`config.mk`:
```
export PLATFORM = sky130hd
export DESIGN_NAME = token_string_shuffle_hash
export DESIGN_NICKNAME = d
export VERILOG_FILES = /design/src/tssh_pkg.sv /design/src/token_string_shuffle_hash.sv
export SDC_FILE = /design/constraint.sdc
export NUM_CORES = 1
export LEC_CHECK = 0
export BUFFER_PORTS_ARGS = -buffer_cell sky130_fd_sc_hd__buf_2
export CORE_MARGIN = 2
export CORE_UTILIZATION = 55
export DETAILED_ROUTE_END_ITERATION = 8
export HOLD_SLACK_MARGIN = 0.08
export PLACE_DENSITY = 0.7
export SYNTH_ARGS = -nofsm -noshare
export SYNTH_HDL_FRONTEND = slang
export SYNTH_SLANG_ARGS = --single-unit
```
`constraint.sdc`:
```
create_clock -name clock -period 14.3 [get_ports clock]
set_input_delay 1.43 -clock clock [delete_from_list [all_inputs] [get_ports clock]]
set_output_delay 1.43 -clock clock [all_outputs]
set_load 0.005 [all_outputs]
```
`src/tssh_pkg.sv`:
```
`timescale 1ns / 1ps
`default_nettype none

package tssh_pkg;

   localparam int unsigned MAX_LEN = 32'd65535;
   localparam logic [15:0] COUNT_CAP =
      (MAX_LEN < 32'h0000_ffff) ? MAX_LEN[15:0] : 16'hffff;
   localparam logic [30:0] HASH_MASK = 31'h7fff_ffff;
   localparam logic [31:0] CHECK_MOD = 32'hffff_ffff;
   // a permuted 31-bit value lands on the even bits 2..62 only
   localparam logic [63:0] SUM_MASK = 64'h5555_5555_5555_5554 & ~64'h4000_0000_0000_0000
                                      | 64'h4000_0000_0000_0000;

   typedef struct packed {
      logic [7:0] char_byte;
      logic       end_of_string;
      logic       empty_string;
   } req_type;

   typedef struct packed {
      logic [31:0] checksum;
      logic [15:0] byte_count;
   } rsp_type;

   // output bit 63-i takes input bit 63-i/2 (i even) or (i-1)/2 (i odd)
   function automatic logic [63:0] interleave(input logic [63:0] v);
      logic [63:0] r;
      r = '0;
      for (int i = 0; i < 64; i++) begin
         if ((i % 2) == 0) begin
            r[63 - i] = v[63 - (i / 2)];
         end else begin
            r[63 - i] = v[(i - 1) / 2];
         end
      end
      return r;
   endfunction

endpackage

`default_nettype wire

```
`src/token_string_shuffle_hash.sv`:
```
`timescale 1ns / 1ps
`default_nettype none

// channel   direction  handshake              payload
// req       in         req_valid / req_stall  tssh_pkg::req_type req_data
// rsp       out        rsp_valid / rsp_stall  tssh_pkg::rsp_type rsp_data
//
// One request per cycle unless a held result stalls it; each result is registered.
// The rate is set by one pass through the 64-bit add, 31x31 multiply and
// end-around fold between the request register and the result register.
// Synchronous active-high reset clears the running sum, count and valids.
// A held result stalls requests only while a string-ending request waits behind it.

module token_string_shuffle_hash (
   input  wire                clock,
   input  wire                reset,
   input  wire                req_valid,
   output logic               req_stall,
   input  wire tssh_pkg::req_type req_data,
   output logic               rsp_valid,
   input  wire                rsp_stall,
   output tssh_pkg::rsp_type  rsp_data
);
   import tssh_pkg::*;

   logic        s1_valid_ff, s1_valid_in;
   req_type     s1_data_ff, s1_data_in;
   logic        rsp_valid_ff, rsp_valid_in;
   rsp_type     rsp_data_ff, rsp_data_in;
   logic [63:0] sum_ff, sum_in;
   logic [15:0] count_ff, count_in;

   logic        req_accept;
   logic        produces;
   logic        advance;
   logic [63:0] c_ext;
   logic [63:0] sum_add;
   logic [30:0] prod;
   logic [63:0] sum_perm;
   logic [32:0] fold1;
   logic [31:0] fold2;
   logic [31:0] checksum;
   logic [15:0] count_inc;

   assign produces   = s1_data_ff.empty_string | s1_data_ff.end_of_string;
   assign advance    = s1_valid_ff & (~produces | ~rsp_valid_ff | ~rsp_stall);
   assign req_stall  = s1_valid_ff & ~advance;
   assign req_accept = req_valid & ~req_stall;

   assign c_ext    = {{56{s1_data_ff.char_byte[7]}}, s1_data_ff.char_byte};
   assign sum_add  = sum_ff + c_ext;
   assign prod     = 31'((~sum_add[30:0]) * c_ext[30:0]) & HASH_MASK;
   assign sum_perm = interleave({33'b0, prod});

   assign fold1    = {1'b0, sum_perm[63:32]} + {1'b0, sum_perm[31:0]};
   assign fold2    = fold1[31:0] + {31'b0, fold1[32]};
   assign checksum = (fold2 == CHECK_MOD) ? 32'b0 : fold2;
   assign count_inc = (count_ff == COUNT_CAP) ? count_ff : count_ff + 16'd1;

   always_comb begin
      s1_valid_in  = req_accept ? 1'b1 : (advance ? 1'b0 : s1_valid_ff);
      s1_data_in   = req_accept ? req_data : s1_data_ff;
      rsp_valid_in = rsp_stall ? rsp_valid_ff : 1'b0;
      rsp_data_in  = rsp_data_ff;
      sum_in       = sum_ff;
      count_in     = count_ff;
      if (advance) begin
         priority if (s1_data_ff.empty_string) begin
            sum_in       = '0;
            count_in     = '0;
            rsp_valid_in = 1'b1;
            rsp_data_in  = '0;
         end else if (s1_data_ff.end_of_string) begin
            sum_in       = '0;
            count_in     = '0;
            rsp_valid_in = 1'b1;
            rsp_data_in.checksum   = checksum;
            rsp_data_in.byte_count = count_inc;
         end else begin
            sum_in   = sum_perm;
            count_in = count_inc;
         end
      end
   end

   always_ff @(posedge clock) begin
      if (reset) begin
         s1_valid_ff  <= 1'b0;
         rsp_valid_ff <= 1'b0;
         sum_ff       <= '0;
         count_ff     <= '0;
      end else begin
         s1_valid_ff  <= s1_valid_in;
         rsp_valid_ff <= rsp_valid_in;
         sum_ff       <= sum_in;
         count_ff     <= count_in;
      end
   end

   always_ff @(posedge clock) begin
      s1_data_ff  <= s1_data_in;
      rsp_data_ff <= rsp_data_in;
   end

   assign rsp_valid = rsp_valid_ff;
   assign rsp_data  = rsp_data_ff;

   a_empty_result: assert property (@(posedge clock) disable iff (reset)
      advance && s1_data_ff.empty_string |=> rsp_valid && rsp_data == '0)
      else $error("empty string did not give a zero result");

   a_checksum_range: assert property (@(posedge clock) disable iff (reset)
      rsp_valid |-> rsp_data.checksum != CHECK_MOD)
      else $error("checksum not reduced");

   a_sum_bits: assert property (@(posedge clock) disable iff (reset)
      (sum_ff & ~SUM_MASK) == 64'b0)
      else $error("running sum has bits outside the permuted positions");

   a_stall_cause: assert property (@(posedge clock) disable iff (reset)
      req_stall |-> s1_valid_ff && produces && rsp_valid_ff && rsp_stall)
      else $error("request stalled without a held result");

endmodule

`default_nettype wire
```
; ---- Word-level counts from Yosys, hierarchy flattened
; Cells that the tools add are included.
[classes]
bitwise_logic = 12
reduce_logical = 3
n_eq_ne = 2
add_sub_neg = 4
multipliers = 1
muxes = 13
[op_table]
columns = operator, n
row1 = 2-to-1 mux 31 bit, 2
row2 = 2-to-1 mux 16 bit, 3
row3 = 2-to-1 mux 48 bit, 1
row4 = adder 31 x 31 -> 32 bit, 1
row5 = "adder 32 x 1 -> 32 bit, second input constant", 1
row6 = "== test 32 bit, second input constant", 1
row7 = 2-to-1 mux 32 bit, 1
row8 = adder 31 bit, 1
row9 = multiplier 31 x 8 -> 31 bit, 1
row10 = NOT 31 bit, 1
row11 = "adder 16 x 1 -> 16 bit, second input constant", 1
row12 = "== test 16 bit, second input constant", 1
row13 = 2-to-1 mux 1 bit, 6
row14 = NOT 1 bit, 5
row15 = nonzero test 2 bit, 2
row16 = AND 1 bit, 3
row17 = bitwise OR 1 bit, 3
row18 = AND reduction 2 bit, 1
[totals]
register_bits = 107
out_inout_bits = 50

; ---- Logic depth before layout (Yosys ltp)
[depth]
depth_word = 10
mapped_depth = 29
mapped_depth_nobuf = 28

; ---- Worst setup path before layout
; No wires, ideal clock.
[synth_timing]
path_kind = flip-flop to flip-flop
start = reg s1_data_ff, in the netlist c_ext[7]
end = reg rsp_data_ff, in the netlist rsp_data[18], data pin
arrival_time_ns = 6.862
setup_slack_ns = 7.172
n_path_buf = 0
path_stages_with_launch = 24
cell_sequence = edfxtp_1 ha_1 and2_1 a31o_1 a21o_1 a21oi_1 ha_1 and2_1 fa_1 fa_1 fa_1 inv_1 fa_1 inv_1 ha_1 or2_2 a21oi_1 a21oi_1 a221oi_1 a31o_2 xnor3_2 xor2_1 ha_1 nor2b_1
[synth_between]
elab_chain_len = 8
[synth_rtl]
columns = element, line
row1 = "start, declared", token_string_shuffle_hash.sv:27  ; req_type s1_data_ff, s1_data_in;
row2 = "start signal, assigned", token_string_shuffle_hash.sv:101  ; s1_data_ff <= s1_data_in;
row3 = adder 31 bit, token_string_shuffle_hash.sv:51  ; assign sum_add = sum_ff + c_ext;
row4 = NOT 31 bit, token_string_shuffle_hash.sv:52  ; assign prod = 31'((~sum_add[30:0]) * c_ext[30:0]) & HASH_MASK;
row5 = multiplier 31 x 8 -> 31 bit (*), token_string_shuffle_hash.sv:52
row6 = adder 31 x 31 -> 32 bit (*), token_string_shuffle_hash.sv:55  ; assign fold1 = {1'b0, sum_perm[63:32]} + {1'b0, sum_perm[31:0]};
row7 = adder 32 x 1 -> 32 bit (*), token_string_shuffle_hash.sv:56  ; assign fold2 = fold1[31:0] + {31'b0, fold1[32]};
row8 = == test 32 bit, token_string_shuffle_hash.sv:57  ; assign checksum = (fold2 == CHECK_MOD) ? 32'b0 : fold2;
row9 = 2-to-1 mux 32 bit (*), token_string_shuffle_hash.sv:57
row10 = named net checksum[2], token_string_shuffle_hash.sv:42  ; logic [31:0] checksum;
row11 = 2-to-1 mux 48 bit (*), token_string_shuffle_hash.sv:73  ; end else if (s1_data_ff.end_of_string) begin
row12 = "end signal, assigned", token_string_shuffle_hash.sv:102  ; rsp_data_ff <= rsp_data_in;
row13 = "end, declared", token_string_shuffle_hash.sv:29  ; rsp_type rsp_data_ff, rsp_data_in;
; Mark *: on every way through the listed nets, which the timed path passes. The rest lies on a longest branch. The select of a mux whose other input is x is not followed.
; A chain may end at the register's enable or synchronous reset.

; ---- Final worst setup path
[layout_timing]
start = reg s1_data_ff, in the netlist c_ext[4]
end = reg rsp_data_ff, in the netlist rsp_data[18], data pin
; Same word-level chain as after synthesis.

==> impl_metrics.toml <==
[drt]
wl_um = 29800
drt-initial-drc-count = 631
drt-vias-per-instance = 5.61
dr.pass1.iters = 5
drt.antenna.violating_nets = 0
vias = 9121
avgRoutedWirePerCell_um = 18.3
drc = 0

[worst_setup_path]
path_max_fanout = 28
cp_slowest_stage_delay_ns = 1.01
cp.depth = 23
critPathCaptureType = "flip-flop"
startpoint = "c_ext[4]$_DFFE_PP_"
path_buf_inv = 2
r2r_cells = 23
crit_chain = "ha_1 > a311o_1 > a31o_1 > a21o_1 > a21oi_1 > ha_1 > and2_1 > fa_1 > fa_1 > fa_1 > inv_1 > fa_1 > inv_1 > ha_1 > nor2b_1 > o21ai_0 > a21oi_1 > a221oi_1 > a31o_2 > xnor3_2 > xor2_1 > ha_1 > nor2b_1"
worstSetupPathType = "reg -> reg"
crit_end = "rsp_data[18]$_SDFFCE_PP0P_"
r2r_start = "c_ext[4]$_DFFE_PP_"
r2r-end = "rsp_data[18]$_SDFFCE_PP0P_"
required_ns = 14.38
arrival_ns = 8.37
slowest_stage = "edfxtp_1"
startpoint_type = "flip-flop"
cp_top_family = "adder cells"
regToRegSetupSlack_ns = 6.01

[synth]
synth_simple_gate_area_share_pct = 19.8
synth_fa_ha_area_share_pct = 37.2
ys_ff_latch = 89
muxShareOfSynthArea_pct = 0.0836
synth_edf_count = 56
synth_compound_area_share_pct = 10.7
ys_warn_count = 0
synth-xor-area-share_pct = 4.09
synth_top_family_by_area = "adder cells"
synth_area_um2 = 12000
yosysUniqueCellTypes = 71
synthFlopType = "edfxtp_1"
netlist_instances = 1311
synth_area_per_cell_um2 = 9.13
yosysSeqAreaShare_pct = 19.6
synthArstFlopShare_pct = 0

[die]
fp.dieW_um = 152
dieArea_um2 = 23000
fp.dieH_um = 152
initial_core_util_pct = 56.4
core-area_um2 = 21200
num_rows = 53
io_pins = 64

[sta]
worst_slew_pin_slew_ns = 1.24
finalCritPeriodShare_pct = 58.0
clock-skew-final_ns = 0.00952
maxSlewHeadroom_pct = 17.6
rsz0062_at_grt = "false"
period_needed_ns = 8.29
slew_viol_final = 0
fmax_ghz = 0.121
setup_viol = 0
setup_tns_ns = 0
hold_viol = 0

[final_layout]
syn_to_final_growth_pct = 7.36
n_antenna_cell = 0
final_net_count = 1627
drive_above_1_share_pct = 7.17

[clock_network]
clk-insertion-delay-late_ns = 0.34
cts_tree = "done"
clkTransAtPathRegs_ns = 0.07
postCtsSetupBuffers = 0
cts.sinks = 89
cts_root_buf = "clkbuf_16"
numCtsBuffers = 9
htree_levels = 3
cts_hold_buf = 0
ctsResizeCount = 0
clock_path_buffers = 2

[job]
cap_violations = 0

[min_path]
hold_class = "reg -> reg"
hp-start = "sum_ff[16]$_SDFFE_PP0P_"

[global_route]
grt_use_total_pct = 27.0
overflow = 0
grt_pass1_vias = 9226
antenna_found_initial = 0
grt_max_degree = 52
grt_pass1_wl_um = 47400

[placement]
dpl.hpwl_um = 23300
gp_congestion = 0.916
io_buffers = 61

[status]
status = "finished clean"
## cell type report
class                           instances  area [µm²]
Sequential cell                        89        2340
Fill cell                            1939        8370
Clock buffer                            9         225
Inverter                              225         845
Multi-Input combinational cell        954        8610
Clock inverter                          7         124
Tap cell                              275         344
Timing Repair Buffer                   68         358
## synthesized netlist by cell type (all sizes together), types with 6 or more instances
master  number  area share [%]
a211oi       6            0.38
xnor2       29             2.1
nand4        8            0.42
and3        11            0.62
a21oi       53             2.2
edfxtp      56              14
nand2       71             2.2
o211ai       6            0.38
nor2        92             2.9
inv        223             7.0
nand2b      14            0.73
a21o        25             1.6
a22oi       10            0.63
o21ai       33             1.4
and4         6            0.44
or3         11            0.57
and2       126             6.6
nor3        20            0.84
ha         116              12
fa         150              25
xor2        19             1.4
o21a        12            0.75
clkbuf      40             1.3
nand3       11            0.46
dfxtp       33             5.5
nor2b       52             2.7
nor3b        6            0.42
## state kept, by name, summed over array words and instances (netlist names)
name	flops
s1_data_ff	2
s1_valid_ff	1
count_ff	16
c_ext	8
rsp_valid	1
sum_ff	15
rsp_data	46
## layout by cell type, fill, tap and decap left out, types with 10 or more instances in the layout
master / instances
ha_1: 116
nand3_1: 11
nand2b_1: 14
dfxtp_1: 33
xnor2_1: 29
o21a_1: 12
a22oi_1: 10
a21oi_1: 52
nor2_1: 92
xor2_1: 19
or3_1: 11
nor3_1: 20
edfxtp_1: 56
nor2b_1: 52
fa_1: 150
and3_1: 10
and2_1: 126
nand2_1: 71
o21ai_0: 32
buf_2: 61
a21o_1: 25
inv_1: 221
## metal layers
metal  routed length (µm)  track usage [%]  part of all wire [%]  vias to the layer above
met3                 1560             3.59                   5.2                       53
li1                     -                -                     -                     4323
met4                  892             8.24                   3.0                        0
met1                12800             35.8                    43                     4494
met2                14500             46.4                    49                      251
met5                    0                0                     0                        -
## per-stage QoR
step / cells / util [%] / hold WS [ns] / area (µm²) / setup slack (ns)
6_report: 1627 / 60.6 / 0.501 / 12900 / 6.01
5_1_grt: 1627 / 60.6 / 0.531 / 12900 / 5.60
3_5_place_dp: 1611 / 58.9 / 0.491 / 12500 / 6.12
3_3_place_gp: 1611 / 58.9 / 0.467 / 12500 / 6.28
2_1_floorplan: 1312 / - / 0.449 / 12000 / 7.17
4_1_cts: 1627 / 60.6 / 0.500 / 12900 / 6.08
## tightest hold or removal path: cells and delay by family, from the launching register on
family	cells	cell delay, ns
compound gates	1	0.06
flops	1	0.33
simple gates	1	0.06
## cells by family (layout without fill, tap and decap cells)
group	Yosys count	in the layout
compound gates	192	192
xor+xnor	51	51
fa+ha+maj	266	266
buf+inv	269	309
flops	89	89
mux	1	1
other cells	1	2
simple gates	442	442
## how the worst min path moves through the flow
stage / endpoint / slack [ns] / depth (start not counted)
after floorplan: sum_ff[16]$_SDFFE_PP0P_ / 0.45 / 2
after detailed placement: sum_ff[16]$_SDFFE_PP0P_ / 0.49 / 2
after CTS: sum_ff[16]$_SDFFE_PP0P_ / 0.50 / 2
after global placement: sum_ff[16]$_SDFFE_PP0P_ / 0.47 / 2
after global routing: count_ff[12]$_SDFFE_PP0P_ / 0.53 / 2
final: sum_ff[16]$_SDFFE_PP0P_ / 0.50 / 2
Power is left out: the tool's default activity adds up to more than one toggle a clock period on the data nets, which glitch-free logic cannot reach.
